--- src/sv/cdad_pkg.sv ---
// shared types, constants and month-length helpers for the calendar date adder
package cdad_pkg;

    localparam int OFFSET_BITS = 17;
    localparam int DAY_W       = OFFSET_BITS + 1;
    localparam int YEAR_W      = 15;
    localparam int MOD_STEPS   = 6;

    localparam logic [3:0]  MONTH_JAN = 4'd1;
    localparam logic [3:0]  MONTH_FEB = 4'd2;
    localparam logic [3:0]  MONTH_DEC = 4'd12;
    localparam logic [13:0] YEAR_MAX  = 14'd9999;
    localparam logic [13:0] MOD_BASE  = 14'd400;
    localparam logic [8:0]  MOD_LAST  = 9'd399;
    localparam logic [4:0]  DAY_FIRST = 5'd1;
    localparam logic [4:0]  DAY_LAST  = 5'd31;

    localparam logic signed [YEAR_W-1:0] YEAR_LIMIT = 15'sd9999;

    typedef enum logic [2:0] {
        ST_IDLE,
        ST_MOD,
        ST_FWD,
        ST_BACK,
        ST_DONE
    } t_state;

    typedef struct packed {
        logic signed [DAY_W-1:0]  day;
        logic [3:0]               month;
        logic signed [YEAR_W-1:0] year;
        logic [8:0]               mod400;
    } t_work;

    typedef struct packed {
        logic [13:0] year;
        logic [3:0]  month;
        logic [4:0]  day;
        logic        out_of_range;
    } t_result;

    function automatic logic f_is_leap(input logic [1:0] year_lo, input logic [8:0] mod400);
        logic century;
        century = (mod400 == 9'd100) || (mod400 == 9'd200) || (mod400 == 9'd300);
        return (year_lo == 2'd0) && !century;
    endfunction

    function automatic logic [4:0] f_month_len(input logic [3:0] month, input logic leap);
        logic [4:0] len;
        if (month == MONTH_FEB) begin
            len = leap ? 5'd29 : 5'd28;
        end else if (month inside {4'd4, 4'd6, 4'd9, 4'd11}) begin
            len = 5'd30;
        end else begin
            len = 5'd31;
        end
        return len;
    endfunction

endpackage

--- src/sv/cdad_step.sv ---
// shared month step unit: one month forward or back with a single day adder
module cdad_step (
    input  cdad_pkg::t_work i_work,
    input  logic            i_back,
    output cdad_pkg::t_work o_work,
    output logic            o_go
);

    logic                               leap;
    logic                               wrap;
    logic [3:0]                         month_t;
    logic [4:0]                         len;
    logic signed [cdad_pkg::DAY_W-1:0]  len_ext;
    logic signed [cdad_pkg::DAY_W-1:0]  sum;
    logic                               day_low;
    cdad_pkg::t_work                    nxt;

    always_comb begin
        leap    = cdad_pkg::f_is_leap(i_work.year[1:0], i_work.mod400);
        nxt     = i_work;
        wrap    = 1'b0;
        month_t = i_work.month;
        if (i_back) begin
            wrap    = (i_work.month == cdad_pkg::MONTH_JAN);
            month_t = wrap ? cdad_pkg::MONTH_DEC : i_work.month - 4'd1;
        end else begin
            wrap = (i_work.month == cdad_pkg::MONTH_DEC);
        end
        len     = cdad_pkg::f_month_len(month_t, leap);
        len_ext = {{(cdad_pkg::DAY_W-5){1'b0}}, len};
        sum     = i_back ? (i_work.day + len_ext) : (i_work.day - len_ext);
        day_low = i_work.day[cdad_pkg::DAY_W-1] || (i_work.day == '0);
        nxt.day = sum;
        if (i_back) begin
            o_go      = day_low && !i_work.year[cdad_pkg::YEAR_W-1];
            nxt.month = month_t;
            if (wrap) begin
                nxt.year   = i_work.year - 15'sd1;
                nxt.mod400 = (i_work.mod400 == 9'd0) ? cdad_pkg::MOD_LAST
                                                     : i_work.mod400 - 9'd1;
            end
        end else begin
            o_go      = (i_work.day > len_ext) && !(i_work.year > cdad_pkg::YEAR_LIMIT);
            nxt.month = wrap ? cdad_pkg::MONTH_JAN : i_work.month + 4'd1;
            if (wrap) begin
                nxt.year   = i_work.year + 15'sd1;
                nxt.mod400 = (i_work.mod400 == cdad_pkg::MOD_LAST) ? 9'd0
                                                                   : i_work.mod400 + 9'd1;
            end
        end
        o_work = o_go ? nxt : i_work;
    end

endmodule

--- src/sv/cdad_seq.sv ---
// sequencer: loads an item, finds year mod 400, walks months, saturates the result
module cdad_seq (
    input  logic                                i_clk,
    input  logic                                i_rst_n,
    input  logic                                i_start,
    input  logic [13:0]                         i_start_year,
    input  logic [3:0]                          i_start_month,
    input  logic [4:0]                          i_start_day,
    input  logic signed [cdad_pkg::OFFSET_BITS-1:0] i_day_offset,
    input  logic                                i_out_free,
    output logic                                o_busy,
    output logic                                o_done,
    output cdad_pkg::t_result                   o_result
);

    cdad_pkg::t_state r_state, n_state;
    cdad_pkg::t_work  r_work, n_work;
    logic [2:0]       r_cnt, n_cnt;
    logic [13:0]      r_rem, n_rem;

    cdad_pkg::t_work  step_work;
    logic             step_go;
    logic [13:0]      sub_val;
    logic [3:0]       month_in;
    logic [cdad_pkg::DAY_W-1:0] day_start;

    cdad_step u_step (
        .i_work (r_work),
        .i_back (r_state == cdad_pkg::ST_BACK),
        .o_work (step_work),
        .o_go   (step_go)
    );

    always_ff @(posedge i_clk) begin
        if (!i_rst_n) begin
            r_state <= cdad_pkg::ST_IDLE;
        end else begin
            r_state <= n_state;
        end
    end

    always_ff @(posedge i_clk) begin
        r_work <= n_work;
        r_cnt  <= n_cnt;
        r_rem  <= n_rem;
    end

    always_comb begin
        n_state   = r_state;
        n_work    = r_work;
        n_cnt     = r_cnt;
        n_rem     = r_rem;
        sub_val   = cdad_pkg::MOD_BASE << (3'(cdad_pkg::MOD_STEPS - 1) - r_cnt);
        day_start = {{(cdad_pkg::DAY_W-5){1'b0}}, i_start_day};
        if (i_start_month == 4'd0) begin
            month_in = cdad_pkg::MONTH_JAN;
        end else if (i_start_month > cdad_pkg::MONTH_DEC) begin
            month_in = cdad_pkg::MONTH_DEC;
        end else begin
            month_in = i_start_month;
        end
        case (r_state)
            cdad_pkg::ST_IDLE: begin
                if (i_start) begin
                    n_work.day    = day_start + cdad_pkg::DAY_W'(i_day_offset);
                    n_work.month  = month_in;
                    n_work.year   = {1'b0, i_start_year};
                    n_work.mod400 = 9'd0;
                    n_rem         = i_start_year;
                    n_cnt         = 3'd0;
                    n_state       = cdad_pkg::ST_MOD;
                end
            end
            cdad_pkg::ST_MOD: begin
                if (r_rem >= sub_val) begin
                    n_rem = r_rem - sub_val;
                end
                n_cnt = r_cnt + 3'd1;
                if (r_cnt == 3'(cdad_pkg::MOD_STEPS - 1)) begin
                    n_work.mod400 = n_rem[8:0];
                    n_state       = cdad_pkg::ST_FWD;
                end
            end
            cdad_pkg::ST_FWD: begin
                if (step_go) begin
                    n_work = step_work;
                end else begin
                    n_state = cdad_pkg::ST_BACK;
                end
            end
            cdad_pkg::ST_BACK: begin
                if (step_go) begin
                    n_work = step_work;
                end else begin
                    n_state = cdad_pkg::ST_DONE;
                end
            end
            cdad_pkg::ST_DONE: begin
                if (i_out_free) begin
                    n_state = cdad_pkg::ST_IDLE;
                end
            end
            default: begin
                n_state = cdad_pkg::ST_IDLE;
            end
        endcase
    end

    always_comb begin
        if (r_work.year > cdad_pkg::YEAR_LIMIT) begin
            o_result.year         = cdad_pkg::YEAR_MAX;
            o_result.month        = cdad_pkg::MONTH_DEC;
            o_result.day          = cdad_pkg::DAY_LAST;
            o_result.out_of_range = 1'b1;
        end else if (r_work.year[cdad_pkg::YEAR_W-1]) begin
            o_result.year         = 14'd0;
            o_result.month        = cdad_pkg::MONTH_JAN;
            o_result.day          = cdad_pkg::DAY_FIRST;
            o_result.out_of_range = 1'b1;
        end else begin
            o_result.year         = r_work.year[13:0];
            o_result.month        = r_work.month;
            o_result.day          = r_work.day[4:0];
            o_result.out_of_range = 1'b0;
        end
    end

    assign o_busy = (r_state != cdad_pkg::ST_IDLE);
    assign o_done = (r_state == cdad_pkg::ST_DONE) && i_out_free;

endmodule

--- src/sv/calendar_date_add_days.sv ---
// an item passes through the mod 400 search, the forward walk and the back walk
// the month walk runs one month per cycle through the shared step unit
// year mod 400 is found first by 6 restoring subtract steps
// a new item is taken only once the last one has left the sequencer
// a result waits in the sequencer while a stalled one holds the output register
// reset (synchronous, active low) clears the sequencer and the output valid
module calendar_date_add_days (
    input  logic                                    i_clk,
    input  logic                                    i_rst_n,
    input  logic                                    i_valid,
    output logic                                    o_stall,
    input  logic [13:0]                             i_start_year,
    input  logic [3:0]                              i_start_month,
    input  logic [4:0]                              i_start_day,
    input  logic signed [cdad_pkg::OFFSET_BITS-1:0] i_day_offset,
    output logic                                    o_valid,
    input  logic                                    i_stall,
    output logic [13:0]                             o_result_year,
    output logic [3:0]                              o_result_month,
    output logic [4:0]                              o_result_day,
    output logic                                    o_year_out_of_range
);

    logic              busy;
    logic              done;
    logic              out_free;
    cdad_pkg::t_result result;
    cdad_pkg::t_result r_out;
    logic              r_out_valid;

    assign out_free = !r_out_valid || !i_stall;
    assign o_stall  = busy;

    cdad_seq u_seq (
        .i_clk         (i_clk),
        .i_rst_n       (i_rst_n),
        .i_start       (i_valid && !busy),
        .i_start_year  (i_start_year),
        .i_start_month (i_start_month),
        .i_start_day   (i_start_day),
        .i_day_offset  (i_day_offset),
        .i_out_free    (out_free),
        .o_busy        (busy),
        .o_done        (done),
        .o_result      (result)
    );

    always_ff @(posedge i_clk) begin
        if (!i_rst_n) begin
            r_out_valid <= 1'b0;
        end else if (done) begin
            r_out_valid <= 1'b1;
        end else if (!i_stall) begin
            r_out_valid <= 1'b0;
        end
    end

    always_ff @(posedge i_clk) begin
        if (done) begin
            r_out <= result;
        end
    end

    assign o_valid             = r_out_valid;
    assign o_result_year       = r_out.year;
    assign o_result_month      = r_out.month;
    assign o_result_day        = r_out.day;
    assign o_year_out_of_range = r_out.out_of_range;

endmodule

--- config.mk ---
export PLATFORM = sky130hd
export DESIGN_NAME = calendar_date_add_days
export DESIGN_NICKNAME = d
export VERILOG_FILES = /design/src/sv/cdad_pkg.sv /design/src/sv/cdad_step.sv /design/src/sv/cdad_seq.sv /design/src/sv/calendar_date_add_days.sv
export SDC_FILE = /design/constraint.sdc
export NUM_CORES = 1
export LEC_CHECK = 0
export ABC_AREA = 1
export BUFFER_PORTS_ARGS = -buffer_cell sky130_fd_sc_hd__buf_4
export CELL_PAD_IN_SITES_DETAIL_PLACEMENT = 1
export CELL_PAD_IN_SITES_GLOBAL_PLACEMENT = 2
export CORE_MARGIN = 4
export CORE_UTILIZATION = 28
export CTS_BUF_LIST = sky130_fd_sc_hd__clkbuf_4 sky130_fd_sc_hd__clkbuf_8
export DETAILED_ROUTE_END_ITERATION = 10
export PLACE_DENSITY = 0.71
export SLEW_MARGIN = 5
export SYNTH_ARGS = -nofsm -noshare
export SYNTH_HDL_FRONTEND = slang
export SYNTH_SLANG_ARGS = --single-unit
--- constraint.sdc ---
create_clock -name i_clk -period 5.04 [get_ports i_clk]
set_clock_uncertainty 0.05 [all_clocks]
set_input_delay 1.008 -clock i_clk [delete_from_list [all_inputs] [get_ports i_clk]]
set_output_delay 1.008 -clock i_clk [all_outputs]
set_load 0.005 [all_outputs]
# [Word-level counts from Yosys, hierarchy flattened]
# Index checks and enable logic that the tools add are counted.
[totals] elab_cells=126 ff_bits=91 in_bits=44
[classes] n_addsub=12 reduce_logical=33 n_shift=1 order_cmp=4 n_eq_ne=25 mux=35
[op_table] cell="two-way mux 46 bit" count=2
[op_table] cell="case mux 37 bit (2 select lines)" count=1
[op_table] cell="two-way mux 24 bit" count=3
[op_table] cell="two-way mux 14 bit" count=2
[op_table] cell="two-way mux 28 bit" count=1
[op_table] cell="case mux 14 bit (2 select lines)" count=1
[op_table] cell="two-way mux 9 bit" count=3
[op_table] cell="case mux 9 bit (3 select lines)" count=1
[op_table] cell="two-way mux 4 bit" count=5
[op_table] cell="adder 18 x 6 -> 18 bit" count=1
[op_table] cell="adder 6 x 17 -> 18 bit" count=1
[op_table] cell="equality test 9 bit (second input constant)" count=2
[op_table] cell="> comparator 18 x 6 -> 1 bit" count=1
[op_table] cell="logical NOT 18 bit" count=1
[op_table] cell="two-way mux 18 bit" count=1
[op_table] cell="two-way mux 3 bit" count=6
[op_table] cell="subtractor 18 x 6 -> 18 bit" count=1
[op_table] cell="adder 15 x 2 -> 15 bit (second input constant)" count=1
[op_table] cell="> comparator 15 bit (second input constant)" count=1
[op_table] cell="case mux 3 bit (5 select lines)" count=1
[op_table] cell="subtractor 15 x 2 -> 15 bit (second input constant)" count=1
[op_table] cell=">= comparator 14 bit" count=1
[op_table] cell="inequality test 2 x 1 -> 1 bit (second input constant)" count=7
[op_table] cell="<< shifter 9 x 3 -> 14 bit (first input constant)" count=1
[op_table] cell="36 further kinds" count=64

# [Logic depth before layout (Yosys ltp)]
[logic_depth] word_depth=12 depth_mapped=25 depth_no_buf=25

# [By module]
# A second synthesis with hierarchy kept.
[unflattened] cells_unflattened=1542 hier_area_um2=9487.8
[by_module_without_submodules] module="cdad_seq" cells_per_inst=587 area_per_inst_um2=4445.5 n_inst=1
[by_module_without_submodules] module="cdad_step" cells_per_inst=924 area_per_inst_um2=4271.6 n_inst=1
[by_module_without_submodules] module="calendar_date_add_days" cells_per_inst=31 area_per_inst_um2=770.7 n_inst=1

# [Least setup slack after synthesis]
# No wires, ideal clock.
[synth_timing] kind="register to register" startpoint="reg u_seq.r_work[24] (netlist bit)" endpoint="reg u_seq.r_work[24] (netlist bit) (enable)" n_path_buf=0 stages_incl_launch_ff=23 period_less_slack_ns=4.154 slack_ns=0.886 setup_ns=0.408 t_arrival_ns=3.695 t_required_ns=4.582 cell_sequence="edfxtp_1 inv_1 ha_1 or2_2 nand3_1 nand2_1 o21ai_0 or2_1 nor2_2 nand2_1 nand2_1 inv_1 ha_1 inv_1 fa_1 inv_1 nor2_1 nor2_1 nand2_1 nand3_1 nand2_1 o21ai_0 a21oi_1"
[synth_between] elab_chain_cells=12 word_cells_on_any_way=17
[synth_lines] element="start, declared" line="cdad_seq.sv:17" rtl="cdad_pkg::t_work r_work, n_work;"
[synth_lines] element="start signal, assigned" line="cdad_seq.sv:43" rtl="r_work <= n_work;"
[synth_lines] element="subtractor 4 x 1 -> 4 bit or equality test 4 x 1 -> 1 bit (tied branches)" line="cdad_step.sv:25, cdad_step.sv:24"
[synth_lines] element="two-way mux 4 bit" line="cdad_step.sv:25" rtl="month_t = wrap ? cdad_pkg::MONTH_DEC : i_work.month - 4'd1;"
[synth_lines] element="two-way mux 4 bit *" line="cdad_step.sv:23" rtl="if (i_back) begin"
[synth_lines] element="equality test 4 x 3 -> 1 bit or equality test 4 bit (tied branches)" line="cdad_pkg.sv:52" rtl="end else if (month inside {4'd4, 4'd6, 4'd9, 4'd11}) begin"
[synth_lines] element="nonzero test 4 bit" line="cdad_pkg.sv:52"
[synth_lines] element="two-way mux 1 bit" line="cdad_pkg.sv:52"
[synth_lines] element="two-way mux 2 bit *" line="cdad_pkg.sv:50" rtl="if (month == MONTH_FEB) begin"
[synth_lines] element="> comparator 18 x 6 -> 1 bit *" line="cdad_step.sv:43" rtl="o_go = (i_work.day > len_ext) && !(i_work.year > cdad_pkg::YEAR_LIMIT);"
[synth_lines] element="logical AND 1 bit *" line="cdad_step.sv:43"
[synth_lines] element="two-way mux 1 bit *" line="cdad_step.sv:34" rtl="if (i_back) begin"
[synth_lines] element="inequality test 2 x 1 -> 1 bit (no source line) *"
[synth_lines] element="AND reduction 3 bit (no source line) *"
# Every way passes the cells marked *; elsewhere a longest branch is shown, timed or not.
# A chain may end at the register's enable or synchronous reset.

# [Final worst setup path]
[layout_timing] startpoint="reg u_seq.r_work[24] (netlist bit)" endpoint="reg u_seq.r_work[34] (netlist bit) (enable)"
# Same word-level chain as after synthesis.

==> impl_metrics.py <==
metrics = {
    "run": {
        "maxCapViolations": 0,
    },
    "hold_path": {
        "min-delay-path-class": "register to register",
    },
    "clock_network": {
        "cts.reportedPaths.clkPinSlew_ns": 0.10,
        "holdBufCountCts": 0,
        "clock_sink_count": 91,
        "clock_tree.root_cell": "clkbuf_8",
        "clk_latency_ns": 0.38,
        "clock_path_buffers": 2,
        "cts-buffers-inserted": 9,
        "htree_num_levels": 3,
        "cts_tree": "built",
        "postCtsResizedCells": 0,
        "cts_setup_buffers": 0,
    },
    "setup_path": {
        "path_buf_inv": 5,
        "crit_path_frequent_cell": "nand2_1",
        "worstPathCellList": "inv_1 -> ha_1 -> or2_2 -> nand3_1 -> nand2_1 -> o21ai_0 -> or2_1 -> nor2_2 -> nand2_1 -> nand2_1 -> inv_1 -> ha_1 -> inv_1 -> fa_1 -> inv_1 -> nor2_1 -> nor2_1 -> nand2_1 -> nand3_1 -> nand2_1 -> o21ai_0 -> a21oi_2 -> buf_4",
        "worst_ep_required_time_ns": 5.04,
        "worstSetupEndpointType": "register",
        "crit_path_top_delay_cell": "edfxtp_1",
        "delay_of_the_slowest_cell_on_the_worst_path_ns": 0.45,
        "critPathLaunchType": "register",
        "worst_path_dominant_cell_family": "simple AND/OR/NAND/NOR gates",
        "worst-setup-path-type": "register to register",
        "critPathMaxFanout": 22,
        "arrival_ns": 3.91,
    },
    "global_routing": {
        "global_route_wire_length_before_repair_um": 36380,
        "maximum_number_of_pins_on_one_net_before_global_route_repair": 46,
        "vias_in_the_first_global_route": 6839,
        "grt_util_all_layers_pct": 16.05,
        "grt_overflow_total": 0,
        "antenna_found_initial": 0,
    },
    "synth": {
        "ys_warn_count": 0,
        "synth_enable_flop_cells": 87,
        "ys_async_rst_share_pct": 0,
        "synth.yosys.seq_area_share_pct": 37.88,
        "synth.lib_cells_used.distinct": 40,
        "postSynth.topFlopCell": "edfxtp_1",
        "synth_fp_nets": 1063,
        "postSynthRegisterBits": 91,
        "post_synthesis_cell_count": 971,
        "synthesis.area_sq_um": 7108,
        "syn_area_cell_sq_um": 7.320,
    },
    "run_status": {
        "status": "finished, final reports clean",
    },
    "timing": {
        "setup_repair_after_global_routing_missed_its_margin": "false",
        "final_hold_viol_count": 0,
        "finalSetupTns_ns": 0,
        "maxClockFrequency_ghz": 0.2561,
        "setup_viol": 0,
        "timing.final.crit_period_ns": 3.904,
        "setup_slack_ns": 1.136,
        "tightestPinTransition_ns": 0.6351,
        "final_min_period_over_clock_period_pct": 77.46,
        "timing.max_slew.rel_slack_pct": 57.51,
        "finalMaxSlewViolations": 0,
    },
    "pwr": {
        "cellLeakagePower_uw": 0.003766,
        "vdd_ir_drop_max_uv": 201.6,
        "design_power_total_uw": 5437,
        "p_per_area_nw_per_um2": 663.3,
    },
    "route": {
        "drc": 0,
        "drt_wl_total_um": 22290,
        "drt.antenna.violating_nets": 0,
        "drt_first_pass_iters": 4,
        "first_drt_iteration_drcs": 295,
        "routed_via_density": 4.799,
        "avgRoutedWirePerCell_um": 16.19,
        "routed-via-count": 6608,
    },
    "floorplan": {
        "fp.dieArea_sq_um": 28000,
        "floorplan.rows": 58,
        "die_width_um": 167.3,
        "core_region_area_sq_um": 25110,
        "floorplan.initialDensity_pct": 28.31,
        "num_io_pins": 70,
        "fp.dieH_um": 167.3,
    },
    "layout": {
        "insertedDiodeCount": 0,
        "final_layout_size_suffix_gt1_share_pct": 10.03,
        "area_delta_synth_final_pct": 15.31,
        "stdcell_area_sq_um": 8197,
        "finish.net_count": 1134,
    },
    "placement": {
        "place_area_sq_um": 8034,
        "dp.final_hpwl_um": 17620,
        "finalWeightedCongestion": 0.8373,
        "place_worst_setup_slack_ns": 1.155,
        "port_buffers": 69,
    },
}
placed cells by master, fill, tap and decap left out, types with 2 or more instances in the layout:
master and count:
dfxtp_1 4, fa_1 4, nor2_1 107, a31oi_1 6, a21o_1 3, ha_1 44
nand3b_1 3, nand3_1 92, a21boi_0 2, or2_2 5, nand2_1 255, xor2_1 24
o21ai_0 76, a211oi_1 2, nand4_1 13, o21ai_1 3, o211ai_1 5, o21a_1 2
edfxtp_1 87, o31ai_1 5, a21oi_1 47, nor2_2 3, clkinv_1 5, nand2_2 2
o22ai_1 5, inv_2 2, buf_4 78, nor3_1 11, o21bai_1 2, inv_1 122
nor2_4 2, clkbuf_8 9, nor4_1 2, xnor2_1 7
power breakdown:
part | switching (uW) | total (uW) | leakage [uW] | internal (uW)
sequential | 317 | 1660 | 0.000864 | 1340
combinational | 2200 | 3310 | 0.00282 | 1110
clock | 292 | 473 | 0.0000803 | 181
through the flow:
step	instances	utilization, %	hold WS, ns
3_5_place_dp	1361	32.00	0.5186
5_1_grt	1377	32.64	0.5619
3_3_place_gp	1361	32.00	0.5057
2_1_floorplan	971	-	0.4206
4_1_cts	1377	32.64	0.5459
6_report	1377	32.64	0.5287
state kept, by name, summed over array words and instances (netlist names):
name / flops
o_valid: 1
o_result_month: 4
o_result_year: 14
u_seq.r_rem: 14
u_seq.r_cnt: 3
o_result_day: 5
o_year_out_of_range: 1
u_seq.r_state: 3
u_seq.r_work: 46
cell families (layout without fill, tap and decap cells):
family          count (synthesis)  in the layout  synth area share, %
simple gates                  497            497                29.34
compound gates                161            161                12.37
buf+inv                       143            219                7.710
flops                          91             91                37.88
fa+ha+maj                      48             48                8.872
xor+xnor                       31             31                3.820
cell type report:
cell class              count  area [sq um]
clock inverters             6         31.28
fillers                  3183         16910
clock buffers              10         131.4
inverters                 125         469.2
multi-input cells         737          3874
well taps                 330         412.9
flip-flops and latches     91          2693
repair buffers             78         585.6
tightest hold or removal path: cells and delay by family, from the launching register on:
family,cells,cell delay (ns)
AND/OR/NAND/NOR,2,0.13
flip-flops,1,0.34
per-layer routing:
metal	wire length, um	share of wire [%]	GRT usage, %	vias up
met4	415	1.9	4.587	0
met5	0	0	0	-
met1	10660	48	20.90	3132
met2	10680	48	27.98	73
met3	541	2.4	2.077	22
li1	-	-	-	3381
worst paths after layout:
path / startpoint / to / slack [ns] / cells past startpoint
setup / recovery: u_seq.r_work[24] / u_seq.r_work[34] / 1.14 / 23
hold / removal: u_seq.r_rem[0] / u_seq.r_work[0] / 0.53 / 2
setup reg to reg: u_seq.r_work[24] / u_seq.r_work[34] / 1.14 / 23
hold reg to reg: u_seq.r_rem[0] / u_seq.r_work[0] / 0.53 / 2
cells in the mapped netlist (all sizes together), types with 5 or more instances:
master | instances | area (sq um)
buf | 6 | 32.53
a21oi | 48 | 240.2
nand4 | 13 | 81.33
ha | 44 | 550.5
inv | 124 | 465.5
edfxtp | 87 | 2613
nand3 | 92 | 460.4
nor2 | 112 | 440.4
nor3 | 11 | 55.05
xor2 | 24 | 210.2
o21ai | 79 | 395.4
nand2 | 257 | 969.7
or2 | 6 | 37.54
xnor2 | 7 | 61.31
a31oi | 6 | 37.54
o22ai | 5 | 31.28
o31ai | 5 | 37.54
clkbuf | 12 | 46.29
o211ai | 5 | 37.54
Power figures use the tool's default switching activity.
